==> src/sv/kvkw_pkg.sv <==
`timescale 1ns / 1ps

package kvkw_pkg;

    localparam int SAMPLE_W   = 7;
    localparam int ACC_W      = 8;
    localparam int WORK_W     = 10;   // accumulator plus one signed delta
    localparam int MAX_EVENTS = 64;
    localparam int CNT_W      = 7;
    localparam int ADDR_W     = 3;
    localparam int CFG_DATA_W = 8;
    localparam int Q_DEPTH    = 2;
    localparam int Q_PTR_W    = 1;
    localparam int Q_CNT_W    = 2;

    // Register indexes of the configuration port
    localparam logic [ADDR_W-1:0] REG_MODE         = 3'd0;
    localparam logic [ADDR_W-1:0] REG_LOW_LEVEL    = 3'd1;
    localparam logic [ADDR_W-1:0] REG_HIGH_LEVEL   = 3'd2;
    localparam logic [ADDR_W-1:0] REG_INVERT_WHEEL = 3'd3;
    localparam logic [ADDR_W-1:0] REG_WHEEL_STEP   = 3'd4;
    localparam logic [ADDR_W-1:0] REG_TAP_STEP     = 3'd5;

    localparam logic [SAMPLE_W-1:0] MIN_STEP = 7'd2;

    typedef enum logic [1:0] {
        MODE_NONE, MODE_THRESH, MODE_WHEEL, MODE_TAP
    } mode_t;

    typedef enum logic [0:0] {
        OP_SAMPLE, OP_RELEASE
    } op_t;

    typedef enum logic [1:0] {
        EV_PRESS, EV_RELEASE, EV_TAP, EV_WHEEL
    } event_kind_t;

    typedef enum logic [1:0] {
        SLOT_LOW, SLOT_HIGH, SLOT_INC, SLOT_DEC
    } key_slot_t;

    typedef enum logic [1:0] {
        CMD_RELEASE, CMD_THRESH, CMD_WHEEL, CMD_TAP
    } cmd_kind_t;

    typedef enum logic [1:0] {
        BK_IDLE, BK_KEYS, BK_MOVE
    } back_state_t;

    // Classified item handed from front to back
    typedef struct packed {
        cmd_kind_t           kind;
        logic [SAMPLE_W-1:0] value;
    } cmd_t;

    // Queue status seen by both sides
    typedef struct packed {
        logic full;
        logic empty;
    } q_status_t;

    typedef struct packed {
        mode_t               mode;
        logic [7:0]          low_level;
        logic [SAMPLE_W-1:0] high_level;
        logic                invert_wheel;
        logic [SAMPLE_W-1:0] wheel_step;
        logic [SAMPLE_W-1:0] tap_step;
    } cfg_t;

endpackage

==> src/sv/kvkw_front.sv <==
`timescale 1ns / 1ps

module kvkw_front import kvkw_pkg::*; (
    input  logic       s_tvalid,
    output logic       s_tready,
    input  logic [7:0] s_tdata,     // [6:0] sample_value, [7] zero
    input  logic       s_tuser,     // [0] operation
    input  mode_t      mode,
    input  q_status_t  q_status,
    output logic       q_push,
    output cmd_t       q_wdata
);

    logic accepted;

    // Take an item whenever the queue has room
    assign s_tready = !q_status.full;
    assign accepted = s_tvalid && !q_status.full;

    // Classify: release in any mode, samples by mode; mode none drops samples
    always_comb begin
        q_wdata.value = s_tdata[SAMPLE_W-1:0];
        q_push        = 1'b0;
        q_wdata.kind  = CMD_RELEASE;
        if (s_tuser == OP_RELEASE) begin
            q_push = accepted;
        end else begin
            case (mode)
                MODE_THRESH: begin
                    q_wdata.kind = CMD_THRESH;
                    q_push       = accepted;
                end
                MODE_WHEEL: begin
                    q_wdata.kind = CMD_WHEEL;
                    q_push       = accepted;
                end
                MODE_TAP: begin
                    q_wdata.kind = CMD_TAP;
                    q_push       = accepted;
                end
                default: begin
                    q_push = 1'b0;
                end
            endcase
        end
    end

endmodule

==> src/sv/kvkw_cmd_fifo.sv <==
`timescale 1ns / 1ps

module kvkw_cmd_fifo import kvkw_pkg::*; (
    input  logic      aclk,
    input  logic      aresetn,
    input  logic      push,
    input  cmd_t      wdata,
    input  logic      pop,
    output cmd_t      rdata,
    output q_status_t status
);

    cmd_t                mem [Q_DEPTH];
    logic [Q_PTR_W-1:0]  wr_ptr_reg;
    logic [Q_PTR_W-1:0]  rd_ptr_reg;
    logic [Q_CNT_W-1:0]  count_reg;
    logic                do_push;
    logic                do_pop;

    assign status.full  = (count_reg == Q_CNT_W'(Q_DEPTH));
    assign status.empty = (count_reg == '0);
    assign do_push      = push && !status.full;
    assign do_pop       = pop && !status.empty;
    assign rdata        = mem[rd_ptr_reg];

    // Pointers and fill count
    always_ff @(posedge aclk) begin
        if (!aresetn) begin
            wr_ptr_reg <= '0;
            rd_ptr_reg <= '0;
            count_reg  <= '0;
        end else begin
            if (do_push) begin
                wr_ptr_reg <= wr_ptr_reg + 1'b1;
            end
            if (do_pop) begin
                rd_ptr_reg <= rd_ptr_reg + 1'b1;
            end
            if (do_push && !do_pop) begin
                count_reg <= count_reg + 1'b1;
            end else if (do_pop && !do_push) begin
                count_reg <= count_reg - 1'b1;
            end
        end
    end

    // Storage
    always_ff @(posedge aclk) begin
        if (do_push) begin
            mem[wr_ptr_reg] <= wdata;
        end
    end

endmodule

==> src/sv/kvkw_back.sv <==
`timescale 1ns / 1ps

module kvkw_back import kvkw_pkg::*; (
    input  logic       aclk,
    input  logic       aresetn,
    input  cfg_t       cfg,
    input  logic       cfg_clear,
    input  q_status_t  q_status,
    input  cmd_t       q_rdata,
    output logic       q_pop,
    output logic       m_tvalid,
    input  logic       m_tready,
    output logic [7:0] m_tdata,     // [1:0] key_slot, [2] wheel_up, [7:3] zero
    output logic [1:0] m_tuser,     // [1:0] event_kind
    output logic       m_tlast      // last_of_run
);

    back_state_t               state_reg, state_next;
    logic                      low_held_reg, low_held_next;
    logic                      high_held_reg, high_held_next;
    logic                      base_valid_reg, base_valid_next;
    logic [SAMPLE_W-1:0]       base_reg, base_next;
    logic signed [ACC_W-1:0]   acc_reg, acc_next;
    logic signed [WORK_W-1:0]  work_reg, work_next;
    logic                      wheel_reg, wheel_next;
    logic [CNT_W-1:0]          cnt_reg, cnt_next;
    logic                      pend_low_reg, pend_low_next;
    logic                      pend_high_reg, pend_high_next;
    event_kind_t               low_kind_reg, low_kind_next;
    event_kind_t               high_kind_reg, high_kind_next;

    logic                      out_valid_reg;
    event_kind_t               out_kind_reg;
    key_slot_t                 out_slot_reg;
    logic                      out_up_reg;
    logic                      out_last_reg;

    logic                      emit;
    event_kind_t               ev_kind;
    key_slot_t                 ev_slot;
    logic                      ev_up;
    logic                      ev_last;

    logic [SAMPLE_W-1:0]       step_raw;
    logic signed [WORK_W-1:0]  step_w;
    logic signed [WORK_W-1:0]  work_sub;
    logic signed [WORK_W-1:0]  work_add;
    logic signed [WORK_W-1:0]  work_add2;
    logic signed [WORK_W-1:0]  sum;
    logic                      pos_go;
    logic                      neg_go;
    logic                      cap_last;
    logic                      out_free;
    logic                      low_wanted;
    logic                      high_wanted;

    // Effective step, small steps saturate to two
    assign step_raw = wheel_reg ? cfg.wheel_step : cfg.tap_step;
    assign step_w   = (step_raw < MIN_STEP) ? WORK_W'(MIN_STEP) : WORK_W'(step_raw);
    assign work_sub = work_reg - step_w;
    assign work_add = work_reg + step_w;
    assign work_add2 = work_add + step_w;
    assign pos_go   = (work_reg >= step_w) && (cnt_reg != CNT_W'(MAX_EVENTS));
    assign neg_go   = (work_add <= 0) && (cnt_reg != CNT_W'(MAX_EVENTS));
    assign cap_last = (cnt_reg == CNT_W'(MAX_EVENTS - 1));
    assign out_free = !out_valid_reg || m_tready;

    // Threshold compares and the new movement sum for the head item
    assign low_wanted  = {1'b0, q_rdata.value} < cfg.low_level;
    assign high_wanted = q_rdata.value > cfg.high_level;
    assign sum = WORK_W'(acc_reg) + $signed(WORK_W'(q_rdata.value))
               - $signed(WORK_W'(base_reg));

    // Sequencer: next state, tracking state and the event to emit
    always_comb begin
        state_next      = state_reg;
        low_held_next   = low_held_reg;
        high_held_next  = high_held_reg;
        base_valid_next = base_valid_reg;
        base_next       = base_reg;
        acc_next        = acc_reg;
        work_next       = work_reg;
        wheel_next      = wheel_reg;
        cnt_next        = cnt_reg;
        pend_low_next   = pend_low_reg;
        pend_high_next  = pend_high_reg;
        low_kind_next   = low_kind_reg;
        high_kind_next  = high_kind_reg;
        q_pop           = 1'b0;
        emit            = 1'b0;
        ev_kind         = EV_PRESS;
        ev_slot         = SLOT_LOW;
        ev_up           = 1'b0;
        ev_last         = 1'b0;

        case (state_reg)
            BK_IDLE: begin
                if (!q_status.empty) begin
                    q_pop = 1'b1;
                    case (q_rdata.kind)
                        CMD_RELEASE: begin
                            pend_low_next   = low_held_reg;
                            pend_high_next  = high_held_reg;
                            low_kind_next   = EV_RELEASE;
                            high_kind_next  = EV_RELEASE;
                            low_held_next   = 1'b0;
                            high_held_next  = 1'b0;
                            base_valid_next = 1'b0;
                            acc_next        = '0;
                            if (low_held_reg || high_held_reg) begin
                                state_next = BK_KEYS;
                            end
                        end
                        CMD_THRESH: begin
                            pend_low_next   = low_wanted != low_held_reg;
                            pend_high_next  = high_wanted != high_held_reg;
                            low_kind_next   = low_wanted ? EV_PRESS : EV_RELEASE;
                            high_kind_next  = high_wanted ? EV_PRESS : EV_RELEASE;
                            low_held_next   = low_wanted;
                            high_held_next  = high_wanted;
                            base_valid_next = 1'b1;
                            base_next       = q_rdata.value;
                            if ((low_wanted != low_held_reg) ||
                                (high_wanted != high_held_reg)) begin
                                state_next = BK_KEYS;
                            end
                        end
                        default: begin
                            // wheel or tap movement
                            wheel_next      = (q_rdata.kind == CMD_WHEEL);
                            base_next       = q_rdata.value;
                            base_valid_next = 1'b1;
                            if (base_valid_reg) begin
                                work_next  = sum;
                                cnt_next   = '0;
                                state_next = BK_MOVE;
                            end
                        end
                    endcase
                end
            end

            BK_KEYS: begin
                if (out_free) begin
                    emit = 1'b1;
                    if (pend_low_reg) begin
                        ev_kind       = low_kind_reg;
                        ev_slot       = SLOT_LOW;
                        ev_last       = !pend_high_reg;
                        pend_low_next = 1'b0;
                        if (!pend_high_reg) begin
                            state_next = BK_IDLE;
                        end
                    end else begin
                        ev_kind        = high_kind_reg;
                        ev_slot        = SLOT_HIGH;
                        ev_last        = 1'b1;
                        pend_high_next = 1'b0;
                        state_next     = BK_IDLE;
                    end
                end
            end

            BK_MOVE: begin
                if (pos_go) begin
                    if (out_free) begin
                        emit      = 1'b1;
                        ev_kind   = wheel_reg ? EV_WHEEL : EV_TAP;
                        ev_slot   = wheel_reg ? SLOT_LOW : SLOT_INC;
                        ev_up     = wheel_reg && !cfg.invert_wheel;
                        ev_last   = (work_sub < step_w) || cap_last;
                        work_next = work_sub;
                        cnt_next  = cnt_reg + 1'b1;
                    end
                end else if (neg_go) begin
                    if (out_free) begin
                        emit      = 1'b1;
                        ev_kind   = wheel_reg ? EV_WHEEL : EV_TAP;
                        ev_slot   = wheel_reg ? SLOT_LOW : SLOT_DEC;
                        ev_up     = wheel_reg && cfg.invert_wheel;
                        ev_last   = (work_add2 > 0) || cap_last;
                        work_next = work_add;
                        cnt_next  = cnt_reg + 1'b1;
                    end
                end else begin
                    // commit the remainder, saturated to the accumulator width
                    if (work_reg > WORK_W'(127)) begin
                        acc_next = 8'sd127;
                    end else if (work_reg < -WORK_W'(128)) begin
                        acc_next = -8'sd128;
                    end else begin
                        acc_next = work_reg[ACC_W-1:0];
                    end
                    state_next = BK_IDLE;
                end
            end

            default: begin
                state_next = BK_IDLE;
            end
        endcase

        // a write to a known register restarts movement tracking
        if (cfg_clear) begin
            base_valid_next = 1'b0;
            acc_next        = '0;
        end
    end

    // State register and control state
    always_ff @(posedge aclk) begin
        if (!aresetn) begin
            state_reg      <= BK_IDLE;
            low_held_reg   <= 1'b0;
            high_held_reg  <= 1'b0;
            base_valid_reg <= 1'b0;
            base_reg       <= '0;
            acc_reg        <= '0;
            pend_low_reg   <= 1'b0;
            pend_high_reg  <= 1'b0;
        end else begin
            state_reg      <= state_next;
            low_held_reg   <= low_held_next;
            high_held_reg  <= high_held_next;
            base_valid_reg <= base_valid_next;
            base_reg       <= base_next;
            acc_reg        <= acc_next;
            pend_low_reg   <= pend_low_next;
            pend_high_reg  <= pend_high_next;
        end
    end

    // Working registers of the current item
    always_ff @(posedge aclk) begin
        work_reg      <= work_next;
        wheel_reg     <= wheel_next;
        cnt_reg       <= cnt_next;
        low_kind_reg  <= low_kind_next;
        high_kind_reg <= high_kind_next;
    end

    // Output register: loads on emit, empties on a transfer
    always_ff @(posedge aclk) begin
        if (!aresetn) begin
            out_valid_reg <= 1'b0;
        end else if (emit) begin
            out_valid_reg <= 1'b1;
        end else if (m_tready) begin
            out_valid_reg <= 1'b0;
        end
    end

    always_ff @(posedge aclk) begin
        if (emit) begin
            out_kind_reg <= ev_kind;
            out_slot_reg <= ev_slot;
            out_up_reg   <= ev_up;
            out_last_reg <= ev_last;
        end
    end

    assign m_tvalid = out_valid_reg;
    assign m_tdata  = {5'b0, out_up_reg, out_slot_reg};
    assign m_tuser  = out_kind_reg;
    assign m_tlast  = out_last_reg;

endmodule

==> src/sv/knob_value_to_key_and_wheel_events.sv <==
`timescale 1ns / 1ps

// Knob sample to key and wheel event converter.
//
// Input stream: s_tdata carries a 7-bit knob sample, s_tuser selects a
// sample (0) or a release of held keys and tracking (1). Output stream:
// one transfer per event, kind on m_tuser, key slot and wheel direction on
// m_tdata, m_tlast on the final event caused by an input item.
// Registers are to be written through cfg_we/cfg_addr/cfg_wdata only while
// no item is in flight; the block does not enforce this. Any write to a
// known register restarts movement tracking. The first event of an item
// passes through the command queue and the sequencer state register into
// the output register. The back end then issues one event per cycle while
// the output register is free, up to 64 per item, and in wheel and tap
// modes, once the baseline is set, commits the accumulator in a final
// step. A two-entry command queue lets the input side take items while
// the back end works.
// Reset (synchronous, aresetn low) loads the register defaults, drops
// held keys and tracking and empties queue and output register.
// When the receiver stalls, the event waits in the output register and the
// sequencer holds; the input keeps filling the queue until it is full.

module knob_value_to_key_and_wheel_events import kvkw_pkg::*; (
    input  logic                  aclk,
    input  logic                  aresetn,
    input  logic                  s_tvalid,
    output logic                  s_tready,
    input  logic [7:0]            s_tdata,    // [6:0] sample_value, [7] zero
    input  logic                  s_tuser,    // [0] operation
    output logic                  m_tvalid,
    input  logic                  m_tready,
    output logic [7:0]            m_tdata,    // [1:0] key_slot, [2] wheel_up, [7:3] zero
    output logic [1:0]            m_tuser,    // [1:0] event_kind
    output logic                  m_tlast,    // last_of_run
    input  logic                  cfg_we,
    input  logic [ADDR_W-1:0]     cfg_addr,
    input  logic [CFG_DATA_W-1:0] cfg_wdata
);

    cfg_t       cfg_reg;
    logic       cfg_clear;
    q_status_t  q_status;
    logic       q_push;
    logic       q_pop;
    cmd_t       q_wdata;
    cmd_t       q_rdata;

    // Configuration registers
    always_ff @(posedge aclk) begin
        if (!aresetn) begin
            cfg_reg.mode         <= MODE_NONE;
            cfg_reg.low_level    <= 8'd32;
            cfg_reg.high_level   <= 7'd96;
            cfg_reg.invert_wheel <= 1'b0;
            cfg_reg.wheel_step   <= 7'd8;
            cfg_reg.tap_step     <= 7'd8;
        end else if (cfg_we) begin
            case (cfg_addr)
                REG_MODE:         cfg_reg.mode         <= mode_t'(cfg_wdata[1:0]);
                REG_LOW_LEVEL:    cfg_reg.low_level    <= cfg_wdata;
                REG_HIGH_LEVEL:   cfg_reg.high_level   <= cfg_wdata[SAMPLE_W-1:0];
                REG_INVERT_WHEEL: cfg_reg.invert_wheel <= cfg_wdata[0];
                REG_WHEEL_STEP:   cfg_reg.wheel_step   <= cfg_wdata[SAMPLE_W-1:0];
                REG_TAP_STEP:     cfg_reg.tap_step     <= cfg_wdata[SAMPLE_W-1:0];
                default: begin
                end
            endcase
        end
    end

    // Writes to known registers restart tracking
    assign cfg_clear = cfg_we && (cfg_addr <= REG_TAP_STEP);

    kvkw_front u_front (
        .s_tvalid (s_tvalid),
        .s_tready (s_tready),
        .s_tdata  (s_tdata),
        .s_tuser  (s_tuser),
        .mode     (cfg_reg.mode),
        .q_status (q_status),
        .q_push   (q_push),
        .q_wdata  (q_wdata)
    );

    kvkw_cmd_fifo u_fifo (
        .aclk    (aclk),
        .aresetn (aresetn),
        .push    (q_push),
        .wdata   (q_wdata),
        .pop     (q_pop),
        .rdata   (q_rdata),
        .status  (q_status)
    );

    kvkw_back u_back (
        .aclk      (aclk),
        .aresetn   (aresetn),
        .cfg       (cfg_reg),
        .cfg_clear (cfg_clear),
        .q_status  (q_status),
        .q_rdata   (q_rdata),
        .q_pop     (q_pop),
        .m_tvalid  (m_tvalid),
        .m_tready  (m_tready),
        .m_tdata   (m_tdata),
        .m_tuser   (m_tuser),
        .m_tlast   (m_tlast)
    );

endmodule

==> config.mk <==
export PLATFORM = sky130hd
export DESIGN_NAME = knob_value_to_key_and_wheel_events
export DESIGN_NICKNAME = d
export VERILOG_FILES = /design/src/sv/kvkw_pkg.sv /design/src/sv/kvkw_front.sv /design/src/sv/kvkw_cmd_fifo.sv /design/src/sv/kvkw_back.sv /design/src/sv/knob_value_to_key_and_wheel_events.sv
export SDC_FILE = /design/constraint.sdc
export NUM_CORES = 1
export LEC_CHECK = 0
export ABC_CLOCK_PERIOD_IN_PS = 5530
export BUFFER_PORTS_ARGS = -buffer_cell sky130_fd_sc_hd__buf_2
export CAP_MARGIN = 5
export CELL_PAD_IN_SITES_DETAIL_PLACEMENT = 1
export CELL_PAD_IN_SITES_GLOBAL_PLACEMENT = 1
export CORE_AREA = 2 2 123 125
export DETAILED_ROUTE_END_ITERATION = 7
export DIE_AREA = 0 0 125 127
export PLACE_DENSITY = 0.81
export SYNTH_ARGS = -nofsm -noshare
export SYNTH_HDL_FRONTEND = slang
export SYNTH_SLANG_ARGS = --single-unit
==> constraint.sdc <==
create_clock -name aclk -period 5.53 [get_ports aclk]
set_input_delay 1.106 -clock aclk [delete_from_list [all_inputs] [get_ports aclk]]
set_output_delay 1.106 -clock aclk [all_outputs]
set_load 0.005 [all_outputs]
==> results of run 1 <==
area by class of cell:
class	count	area [sq um]	area share
clock buffer	11	254	0.0339
clock inverter	5	61.3	0.00817
inverter	52	195	0.0260
multi-input combinational	572	4010	0.535
sequential	104	2520	0.336
tap	184	230	0.0307
timing repair buffer	40	223	0.0297
cells in the mapped netlist, types with 3 or more instances:
| cell type | n |
|---|---|
| a211oi_1 | 7 |
| a21boi_0 | 3 |
| a21o_1 | 9 |
| a21oi_1 | 58 |
| a22oi_1 | 3 |
| a31oi_1 | 6 |
| and2_1 | 11 |
| and3_1 | 4 |
| buf_1 | 3 |
| buf_2 | 6 |
| buf_4 | 6 |
| clkbuf_1 | 16 |
| dfxtp_1 | 60 |
| edfxtp_1 | 44 |
| fa_1 | 5 |
| ha_1 | 59 |
| inv_1 | 51 |
| mux2_2 | 11 |
| mux2i_1 | 36 |
| nand2_1 | 69 |
| nand2b_1 | 11 |
| nand3_1 | 10 |
| nand3b_1 | 5 |
| nand4_1 | 5 |
| nor2_1 | 77 |
| nor2b_1 | 20 |
| nor3_1 | 10 |
| nor3b_1 | 3 |
| nor4_1 | 4 |
| o211ai_1 | 5 |
| o21a_1 | 3 |
| o21ai_0 | 33 |
| o21bai_1 | 5 |
| o31a_1 | 4 |
| or2_2 | 4 |
| or3_1 | 6 |
| xnor2_1 | 30 |
| xor2_1 | 11 |
critical path: stages, from the launching register on:
cell,delay [ps]
edfxtp_1,330
buf_4,190
buf_4,170
nor3_1,50
a21oi_1,230
nor2_1,110
a211o_1,390
fa_1,470
nand2b_1,120
a21oi_1,80
or3_1,350
and2_1,200
ha_1,360
xor2_1,180
or4_1,540
or4_1,490
o221ai_1,180
o211a_1,250
o32ai_1,100
per-stage QoR:
step | hold WS [ps] | util | area, sq um
floorplan | 434 | - | 6880
global placement | 445 | 0.497 | 7160
detailed placement | 455 | 0.497 | 7160
CTS | 464 | 0.518 | 7480
global route | 497 | 0.520 | 7500
finish | 462 | 0.520 | 7500
layer usage:
metal  track usage  share of wire
met4        0.0895          0.027
met2         0.420           0.52
met3        0.0373          0.024
met1         0.262           0.43
met5             0              0
power groups by stage:
stage	Sequential, uW	Clock (uW)	Combinational, uW
2_1_floorplan	988	0	1000
3_3_place_gp	1030	0	1210
3_5_place_dp	1040	0	1300
4_1_cts	1020	679	1310
5_1_grt	1020	707	1470
6_report	1010	671	1330
cells by family after synthesis:
family | after synthesis | share of synthesized area
buf+inv | 84 | 0.0514
fa+ha+maj | 64 | 0.122
other cells | 1 | 0.000546
xor+xnor | 41 | 0.0523
simple gates | 249 | 0.176
compound gates | 164 | 0.154
mux | 49 | 0.0771
flops | 104 | 0.367
worst paths after layout:
path	startpoint	to	slack (ps)	cells after the start
setup / recovery	u_back.wheel_reg	u_back.m_tlast	470	18
hold / removal	cfg_reg[0]	cfg_reg[0]	460	2
setup reg to reg	u_back.wheel_reg	u_back.m_tlast	470	18
hold reg to reg	cfg_reg[0]	cfg_reg[0]	460	2
==> key figures, run 1 <==
Pwr
  – Internal power: around 1800 uW
  – Sw Share: 0.386
  – P per Cell Area: around 400 mW/mm^2
  – Net Switching: 1160 uW
  – Maximum vdd drop: 0.196 mV
  – Leak: 0.00307 uW
  – Gate power share: 0.442
  – Flop pwr share: 0.335
  – Tot Pwr: roughly 3000 uW
  – Clock share of power: 0.223

STA
  – Worst-margin pin slew: approximately 1200 ps
  – RSZ-0062 raised after global routing: no
  – Min Tclk post-route: slightly above 5000 ps
  – Worst setup margin: 472 ps
  – Endpoints failing hold: 0
  – Clock Skew: 10.4 ps
  – Slew Viols, Final: 0
  – Setup violators final: 0
  – Final setup TNS: 0 ps
  – Fmax: 0.198 GHz
  – Final Cycle Share: 0.915
  – Worst slew margin: 0.211

Clocking
  – Clk sinks: 104
  – Worst skew pair latency: 360 ps
  – CTS tree: yes
  – CTS clock-pin slew for the worst setup and hold paths: 70 ps
  – CTS Root Cell: clkbuf_16
  – Hold buffer count at cts: 0
  – Post-CTS Setup Bufs: 0
  – PostCTS Resize Cnt: 0
  – Clock buffer count from CTS: 9
  – CTS max path bufs: 2
  – H-tree depth: 3

Die
  – Core area: 0.0144 sq mm
  – Initial Util: 0.476
  – FP Rows: 44
  – Die Y: 127 microns
  – Die Area: 0.0159 sq mm
  – I/O pin cnt: 38
  – Die width: 125 microns

Detailed routing
  – Initial drt markers: 289
  – Vias/cell: roughly 5.8
  – DRC violations left: 0
  – Vias: 5,578
  – Final ANT Viol Nets: 0
  – DR pass1 iterations: 5
  – Routed WL: 17.8 mm
  – Routed wire per std cell: 18.3 microns

Yosys
  – Mean Syn Cell Area: 9.08 sq um
  – Synth top area share: 0.192
  – Cell Area, Synth: slightly below 0.007 sq mm
  – Distinct cell type count after synthesis: 71
  – Yosys warning count: 0
  – Cells after synthesis: 756
  – Number of synthesized flops with an enable pin: 44
  – Number of synthesized register bits: 104
  – Area leader, netlist: edfxtp_1
  – Async S/R FF share, synth: 0
  – Synth top area cells: edfxtp_1 19%, dfxtp_1 17%, ha_1 11%
  – Sequential share of the synthesized area: 0.367
  – Top_reg_cell synth: dfxtp_1

Layout
  – Ant diodes: 0
  – Layout area overhead: 9.20%
  – Most common cell after layout, fill and taps aside: nor2_1
  – Layout filler cell count: 1,703
  – Layout cells sized above 1: 0.101
  – Number of flip-flops in the largest register: 32
  – Layout Nets: 868
  – Post-route insts no fill: 968
  – Commonest non-fill, non-tap cells in the layout: 77 x nor2_1, 69 x nand2_1, 60 x dfxtp_1

Setup path
  – Worst Path Required: 5620 ps
  – Crit path DAT: 5150 ps
  – CP Launch Type: flop
  – Critical path class: reg2reg
  – Crit path max fanout: 7
  – Crit path capture type: flop

GRT
  – Initial antenna violation count: 0
  – Largest net degree at the start of global routing: 46
  – GR Overflow Total: 0
  – Gr usage total: 0.227
  – Vias in the first global route: 6,022
  – First-pass GRT wire length: 29.0 mm

Worst hold path
  – Hold Crit Class: reg2reg

Placed design
  – Pre-CTS setup slack: between 100 and 150 ps
  – # placed instances: 949
  – Port bufs: 31
  – Routability Congestion: 0.867
  – Dpl hpwl: 13.7 mm

Outcome
  – Status: finished clean

Run
  – Max Cap Viol: 0
Note: power is estimated with default switching activity, not from simulation.
==> run 2: changes to the inputs <==
Settings changed: CORE_AREA 2 2 123 125 to 2 2 137 112, DIE_AREA 0 0 125 127 to 0 0 139 114, GPL_TIMING_DRIVEN from default to 0.
==> run 2 against run 1 <==
Net effect:
- critical path depth shrank 1
- sequential share of layout area down 0.21 points
- cell count rose by 2.8%
- worst setup slack worse by 160 ps
- routed wire length increased by 8.0%
- maximum frequency down 3.1%
- largest cell class unchanged
- critical endpoint unchanged
- first-iteration DRC count rose by 26%
- core utilization shrank 0.36 points
- register-to-register slack worse by 160 ps
- via count grew 1.7%
- combinational power is 4% higher
- clock power down 11%
==> key figures, run 2 (same netlist as run 1, synthesis figures left out) <==
Layout
  – Ant diodes: 0 (unchanged)
  – Layout Nets: 890 (+2.5%)
  – Final Cell Area: 0.00755 sq mm (+0.62%)
  – Most common cell after layout, fill and taps aside: nor2_1
  – Commonest non-fill, non-tap cells in the layout: 77 x nor2_1, 69 x nand2_1, 60 x dfxtp_1
  – Layout area overhead: 9.87%
  – Layout cells sized above 1: 0.102 (+0.000972)
  – Number of flip-flops in the largest register: 32 (unchanged)

GRT
  – GR Overflow Total: 0 (unchanged)
  – First-pass GRT wire length: 31.3 mm (+7.7%)
  – Initial antenna violation count: 0 (unchanged)
  – Largest net degree at the start of global routing: 18 (-61%)
  – Vias in the first global route: 6,092 (+1.2%)
  – Gr usage total: 0.247 (+0.0202)

Clocking
  – CTS clock-pin slew for the worst setup and hold paths: 70 ps (about the same)
  – CTS tree: yes
  – Clk sinks: 104 (unchanged)
  – Hold buffer count at cts: 0 (unchanged)
  – H-tree depth: 3 (unchanged)
  – CTS max path bufs: 2 (unchanged)
  – CTS Root Cell: clkbuf_16
  – Worst skew pair latency: 340 ps (-20 ps)
  – Clock buffer count from CTS: 9 (unchanged)

STA
  – Endpoints failing hold: 0 (unchanged)
  – Clock Skew: 11.3 ps (+0.855 ps)
  – Worst-margin pin slew: 1150 ps (-20.4 ps)
  – Setup violators final: 0 (unchanged)
  – Final setup TNS: 0 ps (unchanged)
  – Worst slew margin: 0.235 (+0.0247)
  – RSZ-0062 raised after global routing: no
  – Min Tclk post-route: 5220 ps (+160 ps)
  – Fmax: 0.192 GHz (-3.1%)
  – Final Cycle Share: 0.944 (+0.0290)
  – Slew Viols, Final: 0 (unchanged)

Die
  – Die width: 139 microns (+11%)
  – Die Area: 0.0158 sq mm (-0.18%)
  – I/O pin cnt: 38 (unchanged)
  – Core area: 0.0146 sq mm (+1.3%)
  – Initial Util: 0.470 (-0.00620)
  – FP Rows: 40 (-9.1%)
  – Die Y: 114 microns (-10%)

Detailed routing
  – Final ANT Viol Nets: 0 (unchanged)
  – Vias/cell: 5.70 (-1.1%)
  – Vias: 5,673 (+1.7%)
  – Routed wire per std cell: 19.3 microns (+5.0%)
  – Initial drt markers: 365 (+26%)
  – DRC violations left: 0 (unchanged)
  – Routed WL: 19.2 mm (+8.0%)
  – DR pass1 iterations: 4 (-1)

Pwr
  – P per Cell Area: 394 mW/mm^2 (-1.9%)
  – Maximum vdd drop: 0.219 mV (+11%)
  – Tot Pwr: 2970 uW (-1.3%)
  – Leak: 0.00309 uW (+0.69%)

Setup path
  – Slowest library cell on the worst path: fa_1
  – Worst Path Required: 5600 ps (-20 ps)
  – Crit-path max cell delay: 570 ps (+30 ps)
  – Worst-path cell chain: buf_6, mux2i_4, o211ai_4, nor2_1, nor2b_1, ha_1, fa_1, inv_1, fa_1, nand2b_1, a21oi_1, xor2_1, or4_1, or4_1, o221ai_1, o211a_1, o32ai_1
  – CP Launch Type: flop
  – Crit path DAT: 5290 ps (+140 ps)
  – Crit path max fanout: 8 (+1)
  – Crit path capture type: flop
  – Critical path class: reg2reg

Placed design
  – Dpl hpwl: 15.2 mm (+11%)
  – Routability Congestion: 0.835 (-3.7%)
  – Port bufs: 29 (-6.5%)
  – Post-Place Cell Area: 0.00727 sq mm (+1.5%)

Run
  – Max Cap Viol: 0 (unchanged)

Worst hold path
  – Hold Crit Class: reg2reg

Outcome
  – Status: finished clean
==> run 2: final cells by class <==
class                   count  area [sq um]
clock buffers              10           229
plain buffers              32           158
fillers                  1731          7070
repair buffers             30           150
flip-flops and latches    104          2520
well taps                 189           236
clock inverters             6          41.3
multi-input cells         572          4010
inverters                  52           195
==> run 2: layer usage <==
| metal | wire length (microns) | GRT usage | part of all wire |
|---|---|---|---|
| met1 | 8930 | 0.326 | 0.47 |
| met2 | 9330 | 0.437 | 0.49 |
| met5 | 0 | 0 | 0 |
| met4 | 224 | 0.0478 | 0.012 |
| met3 | 682 | 0.0374 | 0.036 |
==> run 2: power by group <==
part | total [uW] | internal [uW] | switching [uW]
registers | 991 | 933 | 58.2
logic | 1380 | 536 | 845
clock network | 600 | 309 | 291
total | 2970 | 1780 | 1190
==> run 2: critical path: cells and delay by family (launching register included) <==
family	cells	cell delay, ps
compound gates	5	1070
xor+xnor	1	100
fa+ha+maj	3	1270
buf+inv	2	250
flops	1	360
mux	1	370
simple gates	5	1510
==> run 2: path summary, 6_finish.rpt <==
kind / from / end / slack [ps] / cells after the start
worst max register to register: u_back.wheel_reg / u_back.m_tlast / 310 / 17
worst max-delay path: u_back.wheel_reg / u_back.m_tlast / 310 / 17
worst min register to register: cfg_reg[23] / cfg_reg[23] / 460 / 2
worst min-delay path: cfg_reg[23] / cfg_reg[23] / 460 / 2
==> run 2: per-stage QoR <==
step	std cells	setup slack, ps	hold slack, ps	util
after floorplan	760	1040	434	-
after global placement	978	68.2	442	0.497
after detailed placement	979	327	452	0.497
after CTS	995	278	463	0.516
after global routing	995	41.0	488	0.516
final	995	312	462	0.516
==> run 2: what timing repair did <==
item	in CTS	in global routing
resized for setup	0	1
endpoints found under the setup margin	0	6
buffers inserted	0	0
